===== src/rtl/ara_pkg.sv =====
`default_nettype none
package ara_pkg;

    localparam int SLOT_BITS = 10;
    localparam int ATL_BITS  = 6;
    localparam int POS_BITS  = 14;
    localparam int GAP_RESET = 4;

    localparam logic [1:0] STATUS_OPEN    = 2'd0;
    localparam logic [1:0] STATUS_NEW     = 2'd1;
    localparam logic [1:0] STATUS_RELEASE = 2'd2;
    localparam logic [1:0] STATUS_REFUSE  = 2'd3;

    localparam logic MODE_ALLOC   = 1'b0;
    localparam logic MODE_RELEASE = 1'b1;

    typedef struct packed {
        logic        mode;
        logic [11:0] req_width;
        logic [11:0] req_height;
        logic [5:0]  release_slot;
    } t_in;

    typedef struct packed {
        logic [1:0]  status;
        logic [2:0]  atlas_index;
        logic [10:0] place_x;
        logic [10:0] place_y;
        logic [5:0]  slot;
    } t_out;

    // write or clear one table entry
    typedef struct packed {
        logic                 wr;
        logic                 clr;
        logic [SLOT_BITS-1:0] slot;
        logic [ATL_BITS-1:0]  atlas;
        logic [10:0]          left;
        logic [10:0]          top;
        logic [11:0]          wide;
        logic [11:0]          tall;
    } t_cmd;

    // candidate travelling down the cell chain
    typedef struct packed {
        logic                 active;
        logic                 chk;
        logic [ATL_BITS-1:0]  atlas;
        logic [POS_BITS-1:0]  x;
        logic [POS_BITS-1:0]  y;
        logic [11:0]          w;
        logic [11:0]          h;
        logic                 hit;
        logic [12:0]          hit_r;
        logic [12:0]          hit_b;
        logic                 free_ok;
        logic [SLOT_BITS-1:0] free_idx;
    } t_probe;

endpackage
`default_nettype wire


===== src/rtl/ara_cell.sv =====
`default_nettype none
module ara_cell
    import ara_pkg::*;
#(
    parameter int IDX = 0
) (
    input  wire logic   i_clk,
    input  wire logic   i_rst_n,
    input  wire t_cmd   i_cmd,
    input  wire t_probe i_probe,
    output t_probe      o_probe
);

    logic                r_valid;
    logic [ATL_BITS-1:0] r_atlas;
    logic [10:0]         r_left;
    logic [10:0]         r_top;
    logic [11:0]         r_wide;
    logic [11:0]         r_tall;
    logic                r_active;
    t_probe              r_probe;
    t_probe              n_probe;

    logic [12:0] right_edge;
    logic [12:0] bottom_edge;
    logic        apart;
    logic        overlap;
    logic        sel;

    assign sel = (i_cmd.slot == SLOT_BITS'(IDX));

    assign right_edge  = 13'(r_left) + 13'(r_wide);
    assign bottom_edge = 13'(r_top) + 13'(r_tall);

    always_comb begin
        apart = (15'(i_probe.x) >= 15'(right_edge))
             || (15'(i_probe.x) + 15'(i_probe.w) <= 15'(r_left))
             || (15'(i_probe.y) >= 15'(bottom_edge))
             || (15'(i_probe.y) + 15'(i_probe.h) <= 15'(r_top));
        overlap = r_valid && (r_atlas == i_probe.atlas) && !apart;
        n_probe = i_probe;
        if (i_probe.active) begin
            if (i_probe.chk && !i_probe.hit && overlap) begin
                n_probe.hit   = 1'b1;
                n_probe.hit_r = right_edge;
                n_probe.hit_b = bottom_edge;
            end
            if (!i_probe.free_ok && !r_valid) begin
                n_probe.free_ok  = 1'b1;
                n_probe.free_idx = SLOT_BITS'(IDX);
            end
        end
    end

    always_ff @(posedge i_clk) begin
        if (!i_rst_n) begin
            r_valid  <= 1'b0;
            r_active <= 1'b0;
        end else begin
            r_active <= n_probe.active;
            if (i_cmd.wr && sel) begin
                r_valid <= 1'b1;
            end else if (i_cmd.clr && sel) begin
                r_valid <= 1'b0;
            end
        end
    end

    always_ff @(posedge i_clk) begin
        r_probe <= n_probe;
        if (i_cmd.wr && sel) begin
            r_atlas <= i_cmd.atlas;
            r_left  <= i_cmd.left;
            r_top   <= i_cmd.top;
            r_wide  <= i_cmd.wide;
            r_tall  <= i_cmd.tall;
        end
    end

    always_comb begin
        o_probe        = r_probe;
        o_probe.active = r_active;
    end

endmodule
`default_nettype wire


===== config.mk =====
export PLATFORM = sky130hd
export DESIGN_NAME = ara_cell
export DESIGN_NICKNAME = d
export VERILOG_FILES = /design/src/rtl/ara_pkg.sv /design/src/rtl/ara_cell.sv
export SDC_FILE = /design/constraint.sdc
export NUM_CORES = 1
export LEC_CHECK = 0
export BUFFER_PORTS_ARGS = -buffer_cell sky130_fd_sc_hd__buf_2
export CORE_UTILIZATION = 54
export DETAILED_ROUTE_END_ITERATION = 10
export PLACE_DENSITY_LB_ADDON = 0.15
export SLEW_MARGIN = 20
export SYNTH_ARGS = -nofsm -noshare
export SYNTH_HDL_FRONTEND = slang
export SYNTH_SLANG_ARGS = --single-unit

===== constraint.sdc =====
create_clock -name i_clk -period 8.8 [get_ports i_clk]
set_clock_uncertainty 0.2 [all_clocks]
set_input_delay 1.76 -clock i_clk [delete_from_list [all_inputs] [get_ports i_clk]]
set_output_delay 1.76 -clock i_clk [all_outputs]
set_load 0.005 [all_outputs]

Yosys cells after proc, flatten, opt, wreduce, memory -nomap -nowiden
Index checks and enable logic that the tools add are counted.
{"block": "totals", "reg_bits": 151, "inputBits": 164, "elab_cells": 48}
{"block": "op_classes", "muxes": 5, "n_reduce_logical": 16, "n_addsub": 4, "n_lt_le_gt_ge": 4, "eq_ne": 1}
{"operator": "$mux W38", "n": 1}
{"operator": "$add A14 B12 Y15", "n": 2}
{"operator": "$le A15 B11 Y1", "n": 2}
{"operator": "$ge A14 B13 Y1", "n": 2}
{"operator": "$mux W27", "n": 1}
{"operator": "$add A11 B12 Y13", "n": 2}
{"operator": "$mux W11", "n": 1}
{"operator": "$logic_not A10 Y1", "n": 1}
{"operator": "$logic_and A1 B1 Y1", "n": 7}
{"operator": "$eq A6 B6 Y1", "n": 1}
{"operator": "$logic_not A1 Y1", "n": 4}
{"operator": "$logic_or A1 B1 Y1", "n": 3}
{"operator": "$mux W1", "n": 2}
{"operator": "$reduce_bool A2 Y1", "n": 1}

Depth between registers and ports, before layout
Gate-level depths: netlist (run 1).
{"block": "logic_depth", "depth_word": 10, "ltp_mapped": 20, "mapped_depth_nobuf": 18}

Least setup slack after synthesis (run 1)
No wires, ideal clock.
{"block": "synth_path", "path_kind": "input to register", "startpoint": "in i_probe[38] (netlist bit)", "endpoint": "reg r_probe (netlist bit o_probe[11])", "required_time_ns": 8.479, "setup_time_ns": 0.121, "path_buffers": 1, "t_arrival_ns": 4.860, "cell_stages": 18, "path_slack_ns": 3.619, "cell_sequence": "ha_1 -> inv_1 -> fa_1 -> nor2b_4 -> o31a_1 -> o31ai_4 -> or2b_1 -> a21oi_1 -> xnor2_1 -> ha_1 -> a21oi_1 -> nor2_1 -> a211oi_1 -> o21ai_0 -> a221oi_2 -> a2111oi_2 -> buf_6 -> mux2_4"}
{"item": "start: declaration", "line_no": "ara_cell.sv:10", "source": "input wire t_probe i_probe,"}
{"item": "end signal: assignment", "line_no": "ara_cell.sv:70", "source": "r_probe <= n_probe;"}
{"item": "end: declaration", "line_no": "ara_cell.sv:21", "source": "t_probe r_probe;"}

==> reports/metrics.cfg, run 1 <==
[status]
status = complete, no violations

[timing]
min_period_ns = 5.51
maxSlewViolCount = 0
fin_tns_setup_ns = 0
setup_viol = 0
rsz0062_at_grt = false
hold_viol = 0
worst_pin_slew_ns = 0.676
slew_headroom = 0.549
period_share = 0.626
maxClockFrequency_mhz = 182

[clocking]
cts_root_buf = clkbuf_16
clock_latency_ns = 0.43
cts_tree = done
cts_resized = 0
cts_setup_buffers = 0
htree_num_levels = 4
cts_buffers = 17
clkSinkCount = 151
cts-hold-fix-buffers = 0
cts.path.max_buffers = 2
clkTransAtPathRegs_ns = 0.06

[synthesis]
synthTopCellsByArea = dfxtp_1, edfxtp_1, ha_1, inv_1, mux2i_1
synth-edff-count = 52
synth.distinct_cells = 61
synth_area_um2 = 7300
yosys_warnings = 0
synth_flop_cell = dfxtp_1
yosys.area.top_type_share = 0.271
ys_ff_latch = 151
ys_async_sr_fraction = 0
synthesis.nets = 899
syn_avg_cell_area_um2 = 11.5
yosysTopAreaCell = dfxtp_1
syn-instance-count = 637
synth-seq-area-share = 0.485

[finish]
multi_input_area_um2 = 3460
n_fill_cell = 951
layout.nets = 1177
seq_area_um2 = 3540
drive_gt1_frac = 0.332
fin_cells = 1103
syn2layout_area_growth_pct = 28.7

[floorplanning]
die_h_um = 118
rows = 42
start_util = 0.554
die_w_um = 118
design.die.area_um2 = 14000
coreArea_um2 = 13200
ios = 262

[placement]
dp.cells = 1072
portBuffers = 261
hpwl_um = 14200
gp_congestion = 0.834

[worst_setup_path]
slowest_stage = a221oi_2
start_kind = primary input
criticalPathCategory = in -> reg
cpPeakStageDelay_ns = 0.38
critPathMaxFanout = 27
crit_buf_inv = 3
critPathArrivalTime_ns = 5.62
crit_path_cell_trace = buf_2 -> ha_1 -> inv_1 -> fa_1 -> nor2b_4 -> o31a_1 -> o31ai_4 -> or2b_1 -> a21oi_1 -> xnor2_1 -> ha_1 -> a21oi_1 -> nor2_1 -> a211oi_1 -> o21ai_0 -> a221oi_2 -> a2111oi_4 -> buf_4 -> mux2_4
crit_family = compound AO/OA/AOI/OAI gates
endpoint_kind = register
required_ns = 8.92

[routing]
routedWlPerCell_um = 16.4
totalWireLength_um = 18100
drc = 0
vias = 5825
first_iter_violations = 251
first_pass_iters = 5
viasPerCell = 5.28
ant_nets = 0

[global_route]
grt_pass1_vias = 5987
grt_max_degree = 54
grt_pass1_wl_um = 28800
antenna_found_initial = 1
grt-ovfl-total = 0
grt_usage = 0.269

[hold_path]
hold_path_class = reg -> reg

[flow_run]
maxCapViolCount = 0

[power_and_ir_drop]
p_int_mw = 1.31
p_switching_mw = 0.399
p_per_area_nw_per_um2 = 182
p_leak_nw = 4.46
ir_drop_mv = 0.114
pwr-share-seq = 0.440
clock_power_share = 0.426
combPwrFrac = 0.135
swShare = 0.234

## cell families (layout without fill, tap and decap cells)
logic type,after synthesis,after routing,share of synthesized area
buf+inv,72,361,0.0430
flops,151,151,0.485
compound gates,122,122,0.116
mux,28,28,0.0404
fa+ha+maj,98,98,0.172
other cells,0,1,0
xor+xnor,40,40,0.0480
simple gates,126,126,0.0951
## through the flow
step	util	hold WS [ns]	instance area [um2]	setup slack, ns	power [mW]
2_1_floorplan	-	0.284	7300	3.62	0.893
3_3_place_gp	0.667	0.317	8800	3.10	0.983
3_5_place_dp	0.667	0.326	8800	2.98	0.992
4_1_cts	0.712	0.336	9400	3.33	1.71
5_1_grt	0.713	0.370	9400	3.05	1.77
6_report	0.713	0.338	9400	3.29	1.71
## worst paths after layout
check / start / to / slack (ns) / cells past startpoint
worst max-delay path: i_probe[38] / o_probe[11] / 3.29 / 19
worst min register to register: r_valid / r_valid / 0.34 / 2
worst max register to register: r_left[0] / o_probe[11] / 3.83 / 16
worst min-delay path: r_valid / r_valid / 0.34 / 2
## Yosys cell counts, types with 3 or more instances
cell      instances
a211oi_1         10
ha_1             94
fa_1              4
o211ai_1          5
inv_1            68
a21o_1           14
o21a_1            8
nand2b_1         10
nand3_1           6
nor4_1            4
mux2i_1          25
nor3_1           11
nor2b_1          18
nand2_1          14
dfxtp_1          99
mux2_4            3
nor2_1           36
a31oi_1           3
or2_2             3
xor2_1           14
a21oi_1          29
nand4_1           9
o21ai_0          24
xnor2_1          26
edfxtp_1         52
o21bai_1          4
## registers in the layout, summed over array words and instances (netlist names)
signal and count:
r_tall 12, r_left 11, r_valid 1, r_atlas 6
r_wide 12, r_active 1, r_top 11, o_probe 97
## metal layers
layer / vias up / track usage / part of all wire
li1: 2833 / - / -
met2: 203 / 0.487 / 0.52
met4: 0 / 0.111 / 0.025
met3: 44 / 0.0714 / 0.055
met5: - / 0 / 0
met1: 2745 / 0.297 / 0.40
## final cells by class
type / instances / area share
inverter: 68 / 0.0272
sequential: 151 / 0.377
antenna: 1 / 0.000266
timing repair buffer: 263 / 0.141
multi-input combinational: 414 / 0.368
clock inverter: 5 / 0.00612
clock buffer: 25 / 0.0574
tap: 176 / 0.0234
## power by group through the flow
stage | clock, mW | sequential, mW | combinational, mW
after floorplan | 0 | 0.770 | 0.123
after CTS | 0.734 | 0.751 | 0.230
final | 0.727 | 0.751 | 0.230
after detailed placement | 0 | 0.766 | 0.226
after global placement | 0 | 0.765 | 0.218
after global routing | 0.765 | 0.753 | 0.255
## placed cells by master (no fill, tap or decap), types with 9 or more instances in the layout
cell       count
a211oi_1      10
a21o_1        14
a21oi_1       29
buf_2        261
clkbuf_16     20
dfxtp_1       99
edfxtp_1      52
ha_1          94
inv_1         68
mux2i_1       25
nand2_1       14
nand2b_1      10
nand4_1        9
nor2_1        36
nor2b_1       18
nor3_1        11
o21ai_0       24
xnor2_1       26
xor2_1        14
## worst reg2reg max path, cell delays in order, from the launching register on
cell and delay [ns]:
edfxtp_1 0.41, ha_1 0.23, inv_1 0.07, fa_1 0.21, nor2b_1 0.08, o21ai_0 0.31
a21oi_1 0.16, o41ai_1 0.51, o21ai_0 0.26, xnor2_1 0.35, ha_1 0.29, and4b_1 0.23
a221oi_1 0.32, nand3_1 0.17, a2111oi_4 0.22, buf_4 0.48, mux2_4 0.35
No activity file was read; power rests on OpenSTA's default activity.
==> inputs of run 2 (changes only) <==
ABC_AREA = 1   (was unset)
CORE_UTILIZATION = 51   (was 54)
clock period = 5.5 ns   (was 8.8 ns; I/O delays follow)
==> run 2 against run 1 <==
  * Register-to-register slack worse by 3.0 ns
  * Clock-buffer cell count is 8 lower
  * Synthesized area is 9.8% higher
  * First-iteration DRC count is 16% higher
  * Sequential share of layout area is 2.5 points lower
  * Critical endpoint is now o_probe[28]
  * Largest power group unchanged
==> reports/metrics.cfg, run 2 <==
[status]
status = complete, no violations

[synthesis]
yosysTopAreaCell = dfxtp_1
ys_async_sr_fraction = 0
synthesis.nets = 1126
synth-seq-area-share = 0.442
yosys_warnings = 0
yosysMostFrequentCell = inv_1
synthTopCellsByArea = dfxtp_1, edfxtp_1, ha_1, inv_1, nand2_1
yosys.area.top_type_share = 0.247
synth.distinct_cells = 45
ys_ff_latch = 151
synth_area_um2 = 8020
synth_flop_cell = dfxtp_1
synth-edff-count = 52
syn_avg_cell_area_um2 = 9.28
synth_common_cells = inv_1, nand2_1, dfxtp_1, ha_1, a21oi_1
syn-instance-count = 864

[power_and_ir_drop]
p_per_area_nw_per_um2 = 270
finalPower_mw = 2.72
p_leak_nw = 5.17
ir_drop_mv = 0.226

[timing]
fin_ws_ns = 0.824
hold_viol = 0
min_period_ns = 4.68
maxSlewViolCount = 0
rsz0062_at_grt = false
maxClockFrequency_mhz = 214
fin_tns_setup_ns = 0
period_share = 0.850
slew_headroom = 0.285
worst_pin_slew_ns = 1.06
setup_viol = 0

[worst_setup_path]
r2r_setup_slack_ns = 0.82
endpoint_kind = register
crit_path_cell_trace = ha_1 -> inv_1 -> fa_1 -> o21ai_0 -> nand2_1 -> o211ai_1 -> nand3_1 -> nand2_1 -> nand2_1 -> inv_1 -> o21ai_0 -> ha_1 -> nand2_1 -> o21ai_0 -> a221oi_1 -> nand3_1 -> nor2_1 -> nand4_4 -> o21bai_1 -> nand2_1
start_kind = register
critPathMostFrequentCell = nand2_1
criticalPathCategory = reg -> reg
critPathMaxFanout = 27
slowest_stage = o21ai_0
cpPeakStageDelay_ns = 0.51
critPathArrivalTime_ns = 4.79
required_ns = 5.61

[routing]
first_pass_iters = 8
first_iter_violations = 292
routedWlPerCell_um = 14.9
ant_nets = 0
viasPerCell = 4.91
vias = 6672
drc = 0
totalWireLength_um = 20300

[clocking]
cts_resized = 0
clock_latency_ns = 0.44
cts_buffers = 17
cts_root_buf = clkbuf_16
htree_num_levels = 4
cts-hold-fix-buffers = 0
cts_tree = done
clkTransAtPathRegs_ns = 0.06
cts_setup_buffers = 0
clkSinkCount = 151
cts.path.max_buffers = 2

[finish]
layout.nets = 1398
fin_area_um2 = 10100
layout_commonest_cell = buf_2
fin_cells = 1360
largest_reg_flops = 97
syn2layout_area_growth_pct = 25.4
n_antenna_cell = 0
mostFrequentLayoutCells = buf_2, inv_1, nand2_1
drive_gt1_frac = 0.281

[global_route]
antenna_found_initial = 1
grt_pass1_wl_um = 31500
grt_max_degree = 53
grt_pass1_vias = 6441
grt-ovfl-total = 0
grt_usage = 0.257

[floorplanning]
design.die.area_um2 = 16200
die_w_um = 127
coreArea_um2 = 15300
start_util = 0.526
rows = 45
ios = 262
die_h_um = 127

[placement]
portBuffers = 261
placed_area_um2 = 9500
gp_congestion = 0.895
dp.cells = 1328
place_worst_setup_slack_ns = 0.739
hpwl_um = 16600

[hold_path]
hold_path_class = reg -> reg

[flow_run]
maxCapViolCount = 0

## run 2: cell families after synthesis
kind of cell,after synthesis,synth area share
compound gates,146,0.113
flops,151,0.442
fa+ha+maj,98,0.157
buf+inv,163,0.0839
simple gates,265,0.160
xor+xnor,41,0.0448
## run 2: worst paths after layout
kind / end / depth (start not counted) / from
worst max-delay path: o_probe[28] / 20 / r_top[0]
worst min-delay path: o_probe[10] / 1 / r_valid
worst max register to register: o_probe[28] / 20 / r_top[0]
worst min register to register: o_probe[10] / 1 / r_valid
## run 2: critical path: cells and delay by family (launching register included)
family                     cells  cell delay [ns]
and+or+nand+nor                9             1.38
adders and majority gates      3             0.87
DFF                            1             0.36
AOI/OAI and AO/OA              6             1.62
buffers and inverters          2             0.11
## run 2: layer usage
metal	vias up	global-route usage	wire length (um)
met1	3024	0.291	8370
li1	3414	-	-
met5	-	0	13
met4	2	0.115	582
met3	41	0.0582	1010
met2	191	0.460	10300
## run 2: layout make-up
class / instances / area, um2
multi-input cells: 550 / 3800
clock inverters: 15 / 126
repair buffers: 262 / 1310
clock buffers: 17 / 425
fillers: 1330 / 5200
inverters: 154 / 579
flip-flops and latches: 151 / 3540
well taps: 211 / 264
## run 2: report_power, final
group	leakage [nW]	total [mW]	internal, mW	switching [mW]
logic	3.60	0.411	0.179	0.232
clock network	0.268	1.11	0.623	0.485
registers	1.30	1.20	1.19	0.00957
total	5.17	2.72	1.99	0.726
## run 2: per-stage QoR
stage,utilization,hold slack (ns)
finish,0.659,0.327
global route,0.659,0.335
CTS,0.659,0.322
detailed placement,0.623,0.306
global placement,0.623,0.291
floorplan,-,0.256
